**src/sv/dhoat_pkg.sv**
```systemverilog
// Shared constants and code types for the double-hashing key/value table.
`timescale 1ns / 1ps
`default_nettype none

package dhoat_pkg;

  // Default sizing, handed to the top level's parameters.
  localparam int DEF_CAPACITY   = 16;
  localparam int DEF_KEY_BITS   = 32;
  localparam int DEF_VALUE_BITS = 32;

  // Operation codes on the input channel.
  typedef enum logic [1:0] {
    OP_INSERT = 2'd0,
    OP_FIND   = 2'd1,
    OP_REMOVE = 2'd2
  } op_e;

  // Slot marks held per table slot.
  typedef enum logic [1:0] {
    MARK_EMPTY    = 2'd0,
    MARK_OCCUPIED = 2'd1,
    MARK_DELETED  = 2'd2
  } mark_e;

  // Result status codes.
  typedef enum logic [2:0] {
    STATUS_INSERTED  = 3'd0,
    STATUS_UPDATED   = 3'd1,
    STATUS_FOUND     = 3'd2,
    STATUS_NOT_FOUND = 3'd3,
    STATUS_REMOVED   = 3'd4,
    STATUS_FULL      = 3'd5
  } status_e;

endpackage

`default_nettype wire

```
**src/sv/dhoat_hash.sv**
```systemverilog
// Iterative unit that forms both probe hashes of a key, one key chunk per cycle.
`timescale 1ns / 1ps
`default_nettype none

module dhoat_hash #(
  parameter int CAPACITY = dhoat_pkg::DEF_CAPACITY,
  parameter int KEY_BITS = dhoat_pkg::DEF_KEY_BITS
) (
  input  wire logic                        clk_i,
  input  wire logic                        rst_ni,
  input  wire logic                        start_i,
  input  wire logic [KEY_BITS-1:0]         key_i,
  output logic                             done_o,
  output logic [$clog2(CAPACITY)-1:0]      h1_o,
  output logic [$clog2(CAPACITY)-1:0]      h2_o
);

  // CAPACITY is a power of two, so the key modulo CAPACITY is its low bits,
  // and 2^AW is one modulo CAPACITY - 1, so summing AW-bit chunks of the key
  // with end-around carry gives the key modulo CAPACITY - 1.
  localparam int AW  = $clog2(CAPACITY);
  localparam int NCH = (KEY_BITS + AW - 1) / AW;
  localparam int PW  = NCH * AW;
  localparam int NCW = $clog2(NCH + 1);

  logic           busy_q;
  logic           done_q;
  logic [NCW-1:0] cnt_q;
  logic [PW-1:0]  key_pad;
  logic [PW-1:0]  key_q;
  logic [AW-1:0]  h1_q;
  logic [AW-1:0]  acc_q, acc_d;
  logic [AW:0]    sum;

  assign key_pad = PW'(key_i);

  // One shared adder: add the next chunk and fold the carry back in. An
  // all-ones total stands for zero.
  always_comb begin
    sum   = {1'b0, acc_q} + {1'b0, key_q[AW-1:0]};
    acc_d = sum[AW-1:0] + AW'(sum[AW]);
  end

  always_ff @(posedge clk_i or negedge rst_ni) begin
    if (!rst_ni) begin
      busy_q <= 1'b0;
      done_q <= 1'b0;
    end else begin
      done_q <= busy_q && !start_i && (cnt_q == '0);
      if (start_i) begin
        busy_q <= 1'b1;
      end else if (busy_q && cnt_q == '0) begin
        busy_q <= 1'b0;
      end
    end
  end

  always_ff @(posedge clk_i) begin
    if (start_i) begin
      key_q <= key_pad;
      h1_q  <= key_pad[AW-1:0];
      acc_q <= '0;
      cnt_q <= NCW'(NCH - 1);
    end else if (busy_q) begin
      key_q <= key_q >> AW;
      acc_q <= acc_d;
      cnt_q <= cnt_q - NCW'(1);
    end
  end

  assign done_o = done_q;
  assign h1_o   = h1_q;
  assign h2_o   = (acc_q == '1) ? AW'(1) : AW'(acc_q + AW'(1));

endmodule

`default_nettype wire

```
**src/sv/double_hash_open_address_table_top.sv**
```systemverilog
// Top level of the open-addressing key/value table with double hashing.
//
//   Channel   Direction  Handshake               Payload
//   input     in         in_valid_i / in_stall_o  op_i, key_i, value_i
//   output    out        out_valid_o / out_stall_i status_o, read_value_o, entry_count_o
//
// One operation passes through the transfer, the hash unit (NCH = KEY_BITS /
// log2(CAPACITY) rounded up, one key chunk per cycle), a walk of up to
// CAPACITY probes along the probe path through the single read port of the
// slot memories, and a write-back that also loads the result. An undefined
// op code skips hashing and probing. CAPACITY is a power of two.
// After reset a clearing pass marks every slot empty;
// the input is stalled until it is over.
// A new input transfer is taken while a finished result still waits in the
// output register; only the write-back waits for the output to be free.
`timescale 1ns / 1ps
`default_nettype none

module double_hash_open_address_table_top #(
  parameter int CAPACITY   = dhoat_pkg::DEF_CAPACITY,
  parameter int KEY_BITS   = dhoat_pkg::DEF_KEY_BITS,
  parameter int VALUE_BITS = dhoat_pkg::DEF_VALUE_BITS
) (
  input  wire logic                          clk_i,
  input  wire logic                          rst_ni,
  input  wire logic                          in_valid_i,
  output logic                               in_stall_o,
  input  wire logic [1:0]                    op_i,
  input  wire logic [KEY_BITS-1:0]           key_i,
  input  wire logic [VALUE_BITS-1:0]         value_i,
  output logic                               out_valid_o,
  input  wire logic                          out_stall_i,
  output logic [2:0]                         status_o,
  output logic [VALUE_BITS-1:0]              read_value_o,
  output logic [$clog2(CAPACITY+1)-1:0]      entry_count_o
);

  localparam int AW = $clog2(CAPACITY);      // slot index width
  localparam int CW = $clog2(CAPACITY + 1);  // probe and entry counters
  localparam logic [AW:0] CAP_W = (AW+1)'(CAPACITY);

  // Sequencer states, one-hot.
  typedef enum logic [4:0] {
    S_CLEAR  = 5'b00001,
    S_IDLE   = 5'b00010,
    S_HASH   = 5'b00100,
    S_PROBE  = 5'b01000,
    S_FINISH = 5'b10000
  } state_e;

  state_e state_q, state_d;

  // Operation held for the whole of its run.
  logic [1:0]            op_q;
  logic [KEY_BITS-1:0]   key_q;
  logic [VALUE_BITS-1:0] value_q;

  // Hash unit.
  logic          hash_start;
  logic          hash_done;
  logic [AW-1:0] h1, h2;

  // Probe walk.
  logic [AW-1:0] addr_q;
  logic [AW-1:0] h2_q;
  logic [CW-1:0] issue_cnt_q;
  logic          pend_q;
  logic [AW-1:0] rd_slot_q;
  logic [AW:0]   addr_sum;
  logic [AW-1:0] addr_next;
  logic          issue;

  // Slot memories and their registered read data.
  logic [KEY_BITS-1:0]   key_mem   [CAPACITY];
  logic [VALUE_BITS-1:0] value_mem [CAPACITY];
  dhoat_pkg::mark_e      mark_mem  [CAPACITY];
  logic [KEY_BITS-1:0]   rd_key_q;
  logic [VALUE_BITS-1:0] rd_value_q;
  dhoat_pkg::mark_e      rd_mark_q;

  // Findings of the walk.
  logic                  hit_vld_q;
  logic [AW-1:0]         hit_slot_q;
  logic [VALUE_BITS-1:0] hit_value_q;
  logic                  free_vld_q;
  logic [AW-1:0]         free_slot_q;
  logic                  is_match, is_empty, is_free;

  // Write port shared by the clearing pass and the write-back.
  logic             key_we, value_we, mark_we;
  logic [AW-1:0]    wr_addr;
  dhoat_pkg::mark_e mark_wd;

  logic [AW-1:0] clr_q;
  logic [CW-1:0] count_q, count_d;

  // Result.
  logic                  out_free;
  logic                  finish_go;
  logic                  out_valid_q;
  logic [2:0]            status_q;
  logic [VALUE_BITS-1:0] read_value_q;
  logic [CW-1:0]         entry_count_q;
  dhoat_pkg::status_e    status_d;
  logic [VALUE_BITS-1:0] read_value_d;

  logic in_xfer;
  logic op_known;

  assign in_stall_o = (state_q != S_IDLE);
  assign in_xfer    = in_valid_i && !in_stall_o;
  assign op_known   = (op_i == dhoat_pkg::OP_INSERT) || (op_i == dhoat_pkg::OP_FIND) ||
                      (op_i == dhoat_pkg::OP_REMOVE);
  assign hash_start = in_xfer && op_known;

  dhoat_hash #(
    .CAPACITY (CAPACITY),
    .KEY_BITS (KEY_BITS)
  ) u_hash (
    .clk_i   (clk_i),
    .rst_ni  (rst_ni),
    .start_i (hash_start),
    .key_i   (key_i),
    .done_o  (hash_done),
    .h1_o    (h1),
    .h2_o    (h2)
  );

  // Next probe address: one add and one conditional subtract of the capacity.
  always_comb begin
    addr_sum  = {1'b0, addr_q} + {1'b0, h2_q};
    addr_next = (addr_sum >= CAP_W) ? AW'(addr_sum - CAP_W) : addr_sum[AW-1:0];
  end

  assign issue = (state_q == S_PROBE) && (issue_cnt_q != CW'(CAPACITY));

  // Classification of the slot whose read data arrived this cycle.
  assign is_empty = pend_q && (rd_mark_q == dhoat_pkg::MARK_EMPTY);
  assign is_free  = pend_q && (rd_mark_q != dhoat_pkg::MARK_OCCUPIED);
  assign is_match = pend_q && (rd_mark_q == dhoat_pkg::MARK_OCCUPIED) && (rd_key_q == key_q);

  assign out_free  = !out_valid_q || !out_stall_i;
  assign finish_go = (state_q == S_FINISH) && out_free;

  // Write-back decision, result and memory writes.
  always_comb begin
    status_d     = dhoat_pkg::STATUS_NOT_FOUND;
    read_value_d = '0;
    count_d      = count_q;
    key_we       = 1'b0;
    value_we     = 1'b0;
    mark_we      = 1'b0;
    wr_addr      = hit_slot_q;
    mark_wd      = dhoat_pkg::MARK_OCCUPIED;
    if (state_q == S_CLEAR) begin
      mark_we = 1'b1;
      wr_addr = clr_q;
      mark_wd = dhoat_pkg::MARK_EMPTY;
    end else if (finish_go) begin
      case (op_q)
        dhoat_pkg::OP_INSERT: begin
          if (hit_vld_q) begin
            value_we = 1'b1;
            status_d = dhoat_pkg::STATUS_UPDATED;
          end else if (free_vld_q) begin
            wr_addr  = free_slot_q;
            key_we   = 1'b1;
            value_we = 1'b1;
            mark_we  = 1'b1;
            count_d  = CW'(count_q + CW'(1));
            status_d = dhoat_pkg::STATUS_INSERTED;
          end else begin
            status_d = dhoat_pkg::STATUS_FULL;
          end
        end
        dhoat_pkg::OP_FIND: begin
          if (hit_vld_q) begin
            status_d     = dhoat_pkg::STATUS_FOUND;
            read_value_d = hit_value_q;
          end
        end
        dhoat_pkg::OP_REMOVE: begin
          if (hit_vld_q) begin
            mark_we  = 1'b1;
            mark_wd  = dhoat_pkg::MARK_DELETED;
            count_d  = CW'(count_q - CW'(1));
            status_d = dhoat_pkg::STATUS_REMOVED;
          end
        end
        default: begin
          status_d = dhoat_pkg::STATUS_NOT_FOUND;
        end
      endcase
    end
  end

  // Sequencer.
  always_comb begin
    state_d = state_q;
    case (state_q)
      S_CLEAR: begin
        if (clr_q == AW'(CAPACITY - 1)) state_d = S_IDLE;
      end
      S_IDLE: begin
        if (in_xfer) state_d = op_known ? S_HASH : S_FINISH;
      end
      S_HASH: begin
        if (hash_done) state_d = S_PROBE;
      end
      S_PROBE: begin
        // Stop at a match, at an empty slot, or once every probe is checked.
        if (is_match || is_empty || (issue_cnt_q == CW'(CAPACITY))) state_d = S_FINISH;
      end
      S_FINISH: begin
        if (out_free) state_d = S_IDLE;
      end
      default: state_d = S_IDLE;
    endcase
  end

  always_ff @(posedge clk_i or negedge rst_ni) begin
    if (!rst_ni) begin
      state_q     <= S_CLEAR;
      clr_q       <= '0;
      count_q     <= '0;
      out_valid_q <= 1'b0;
      pend_q      <= 1'b0;
      hit_vld_q   <= 1'b0;
      free_vld_q  <= 1'b0;
      issue_cnt_q <= '0;
    end else begin
      state_q <= state_d;
      count_q <= count_d;
      if (state_q == S_CLEAR) clr_q <= AW'(clr_q + AW'(1));

      if (finish_go) begin
        out_valid_q <= 1'b1;
      end else if (!out_stall_i) begin
        out_valid_q <= 1'b0;
      end

      if (in_xfer) begin
        hit_vld_q  <= 1'b0;
        free_vld_q <= 1'b0;
      end
      if (state_q == S_HASH && hash_done) begin
        issue_cnt_q <= '0;
        pend_q      <= 1'b0;
      end
      if (state_q == S_PROBE) begin
        pend_q <= issue;
        if (issue) issue_cnt_q <= CW'(issue_cnt_q + CW'(1));
        if (is_free && !free_vld_q) free_vld_q <= 1'b1;
        if (is_match) hit_vld_q <= 1'b1;
      end
    end
  end

  // Payload registers.
  always_ff @(posedge clk_i) begin
    if (in_xfer) begin
      op_q    <= op_i;
      key_q   <= key_i;
      value_q <= value_i;
    end
    if (state_q == S_HASH && hash_done) begin
      addr_q <= h1;
      h2_q   <= h2;
    end else if (issue) begin
      addr_q <= addr_next;
    end
    rd_slot_q <= addr_q;
    if (state_q == S_PROBE) begin
      if (is_free && !free_vld_q) free_slot_q <= rd_slot_q;
      if (is_match) begin
        hit_slot_q  <= rd_slot_q;
        hit_value_q <= rd_value_q;
      end
    end
    if (finish_go) begin
      status_q      <= status_d;
      read_value_q  <= read_value_d;
      entry_count_q <= count_d;
    end
  end

  // Slot memories: one write and one registered read per cycle.
  always_ff @(posedge clk_i) begin
    if (key_we) key_mem[wr_addr] <= key_q;
    rd_key_q <= key_mem[addr_q];
  end

  always_ff @(posedge clk_i) begin
    if (value_we) value_mem[wr_addr] <= value_q;
    rd_value_q <= value_mem[addr_q];
  end

  always_ff @(posedge clk_i) begin
    if (mark_we) mark_mem[wr_addr] <= mark_wd;
    rd_mark_q <= mark_mem[addr_q];
  end

  assign out_valid_o   = out_valid_q;
  assign status_o      = status_q;
  assign read_value_o  = read_value_q;
  assign entry_count_o = entry_count_q;

endmodule

`default_nettype wire

```
**config.mk**
```make
export PLATFORM = sky130hd
export DESIGN_NAME = double_hash_open_address_table_top
export DESIGN_NICKNAME = d
export VERILOG_FILES = /design/src/sv/dhoat_pkg.sv /design/src/sv/dhoat_hash.sv /design/src/sv/double_hash_open_address_table_top.sv
export SDC_FILE = /design/constraint.sdc
export NUM_CORES = 1
export LEC_CHECK = 0
export BUFFER_PORTS_ARGS = -buffer_cell sky130_fd_sc_hd__buf_2
export CAP_MARGIN = 10
export CELL_PAD_IN_SITES_DETAIL_PLACEMENT = 1
export CELL_PAD_IN_SITES_GLOBAL_PLACEMENT = 1
export CORE_ASPECT_RATIO = 1.4
export CORE_MARGIN = 2
export CORE_UTILIZATION = 30
export DETAILED_ROUTE_END_ITERATION = 12
export PLACE_DENSITY = 0.57
export SETUP_SLACK_MARGIN = 0.2
export SLEW_MARGIN = 20
export SYNTH_ARGS = -nofsm -noshare
export SYNTH_HDL_FRONTEND = slang
export SYNTH_SLANG_ARGS = --single-unit
```
**constraint.sdc**
```tcl
create_clock -name clk_i -period 8.78 [get_ports clk_i]
set_input_delay 1.756 -clock clk_i [delete_from_list [all_inputs] [get_ports clk_i]]
set_output_delay 1.756 -clock clk_i [all_outputs]
set_load 0.02 [all_outputs]
```
==> results.tsv <==
stage	metric	value	unit
global_route	overflow	0	
clocking	clock-sinks	1349	
power	total_power	14.5	mW
routing	drcViolationCount	0	
yosys	synth_flop_cell	edfxtp_1	
yosys	synth_top_area_share	74.3	%
sta	fin_crit_sh	48.8	%
die	die_x	350	um
sta	setup_slack	4500	ps
flow_run	max_cap_viol_count	0	
final_layout	final_common_cell	edfxtp_1	
sta	relSlewSlack	23.0	%
critical_path	start_kind	input pin	
placement	port_buffers	111	
routing	highest_layer	met5	
global_route	grt_first_pass_wirelength	174	mm
clocking	cts_hold_buf	0	
yosys	synth.largest_area_cell	edfxtp_1	
yosys	synth.yosys.seq_area_share	78.6	%
yosys	synth_warnings	0	
routing	postRouteAntennaNets	0	
global_route	grt_max_degree	101	
yosys	synthArstFlopShare	1.85	%
placement	hpwl	67.7	mm
clocking	cts_buffer_depth	3	
sta	hold_ws	402	ps
routing	viasPerCell	4.74	
sta	finalHoldViolCount	0	
run_status	status	finished, final reports clean	
routing	first_pass_iters	5	
sta	slew_viol_final	0	
routing	wl_per_cell	24.4	um
final_layout	layout-drive-gt1-share	31.1	%
routing	wl_met3	5.46	mm
clocking	clk_latency	760	ps
sta	worst-slew-pin-transition	1140	ps
sta	fin_setup_tns	0	ps
clocking	cts_resized	0	
yosys	syn_nets	2285	
routing	drt_iter0_drc	1918	
sta	rsz0062_at_grt	false	
placement	globalplace.congestion	0.744	
sta	setup-violations-final	0	
critical_path	cp-end-kind	flop	
yosys	synth_cell_type_count	71	
yosys	synthTopCellsByArea	edfxtp_1, mux4_2, dfxtp_1, dfrtp_1, mux2_2	
power	p_leak	18.6	nW
sta	fmax	233	MHz
sta	finalCriticalPeriod	4280	ps
power	p_per_area	247	nW/um^2
die	start_util	30.2	%
final_layout	syn_to_final_growth	16.5	%
routing	wl_met2	60.6	mm
global_route	grt_pass1_vias	25200	
die	dieHeight	489	um
yosys	netlist_area	50400	sq um
global_route	antenna_found_initial	12	
critical_path	critical_path_arrival	4670	ps
critical_path	cp_max_fo	32	
die	rows	177	
yosys	ys_seq_elements	1349	
routing	met1_length	47.6	mm
critical_path	cp.required	9160	ps
hold_path	hp-class	flop to flop	
die	core_area	167000	sq um
sta	clock_skew	29.6	ps
clocking	root_buffer	clkbuf_16	
final_layout	nets	2502	
die	boundaryPins	112	
die	dieArea	171000	sq um
global_route	grt_usage	13.8	%
critical_path	cp_cell_sequence	buf_2 > a21oi_1 > nand4_4 > mux2_2 > a211o_1 > a2111oi_4 > buf_4	
final_layout	final_cell_mix	edfxtp_1, mux4_2, clkbuf_16, buf_2, dfxtp_1	
yosys	synthCells	2197	
critical_path	crit_path_top_delay_cell	a211o_1	
clocking	htreeDepth	4	
power	ir_drop	0.198	mV
routing	dr_total_vias	22600	
clocking	cts_tree	yes	
clocking	cts_buffers	143	
yosys	synth_edf_count	1246	
final_layout	utilization	35.2	%
clocking	clkSlewWorstSetupHoldPaths	60	ps
critical_path	crit_type	input pin to flop	
clocking	cts_setup_buffers	0	
critical_path	slowest_delay	590	ps
yosys	synth.avg_cell_area	22.9	sq um
placement	dp_slack	3740	ps
routing	drt-total-wl	116	mm
-- layer usage --
metal | vias to the layer above | global-route usage, %
met5 | - | 0
met4 | 2 | 4.20
met3 | 152 | 2.43
met2 | 548 | 24.1
met1 | 12300 | 17.6
li1 | 9638 | -
-- cell type report --
| cell class | instances | area, sq um |
|---|---|---|
| Antenna cell | 2 | 5.00 |
| Clock buffer | 187 | 3880 |
| Clock inverter | 77 | 727 |
| Fill cell | 16300 | 108000 |
| Inverter | 18 | 70.1 |
| Multi-Input combinational cell | 737 | 10600 |
| Sequential cell | 1349 | 39600 |
| Tap cell | 2237 | 2800 |
| Timing Repair Buffer | 165 | 1040 |
-- metrics by stage --
step / cells / cell area (sq um)
2_1_floorplan: 2197 / 50400
3_5_place_dp: 4505 / 54000
6_report: 4772 / 58700
3_3_place_gp: 4504 / 54000
4_1_cts: 4769 / 58600
5_1_grt: 4771 / 58700
-- power by group --
group / total, mW / switching, mW / internal (mW)
sequential: 7.88 / 0.382 / 7.50
combinational: 0.714 / 0.421 / 0.293
clock: 5.92 / 2.49 / 3.43
-- worst max-delay path, delay by kind of cell --
| kind | cells | cell delay [ps] |
|---|---|---|
| AO/OA/AOI/OAI | 3 | 1270 |
| buffers and inverters | 2 | 670 |
| multiplexers | 1 | 460 |
| AND/OR/NAND/NOR | 1 | 460 |
-- synthesized netlist by cell type (all sizes together) (3+ instances only) --
library cell  count
nor2b             4
o31ai             3
xnor2            35
edfxtp         1246
a2111oi           8
ha               16
and2             41
dfxtp            78
mux2i             7
mux4            330
buf              48
a21o              6
nand3            15
nor4              6
xor2             14
clkbuf           45
mux2             30
nand4            15
nand2b            4
o21ai            23
a31oi             3
nand2            47
dfrtp            24
or3               4
o22ai             3
inv              17
nor2             53
nor3             22
a21oi            13
nor3b             6
-- kinds of logic (layout without fill, tap and decap cells) --
group	Yosys count	in the layout	share of synthesized area (%)
flip-flops	1349	1349	78.6
other	0	2	0
AND/OR/NAND/NOR	229	229	2.48
adder cells (fa/ha/maj)	18	18	0.477
buffers and inverters	111	447	0.949
XOR/XNOR	49	49	0.852
AO/OA/AOI/OAI	74	74	1.05
multiplexers	367	367	15.6
-- final timing paths --
kind / cells after the start / to / from / slack [ps]
min: 0 / hit_value_q[1] / rd_value_q[1] / 400
min reg2reg: 0 / hit_value_q[1] / rd_value_q[1] / 400
max reg2reg: 6 / key_mem[9][1] / state_q[0] / 4870
min in group asynchronous: 1 / out_valid_o / rst_ni / 1050
max in group asynchronous: 1 / clr_q[2] / rst_ni / 7280
max: 7 / key_mem[9][1] / out_stall_i / 4500
-- state kept, by name, indices dropped and copies added, names as in the netlist, 32 cells and up --
register      flops
value_q          32
read_value_o     32
hit_value_q      32
mark_mem         32
rd_value_q       32
rd_key_q         32
value_mem       512
key_q            32
key_mem         512
u_hash.key_q     32
No activity file was read; power rests on OpenSTA's default activity.
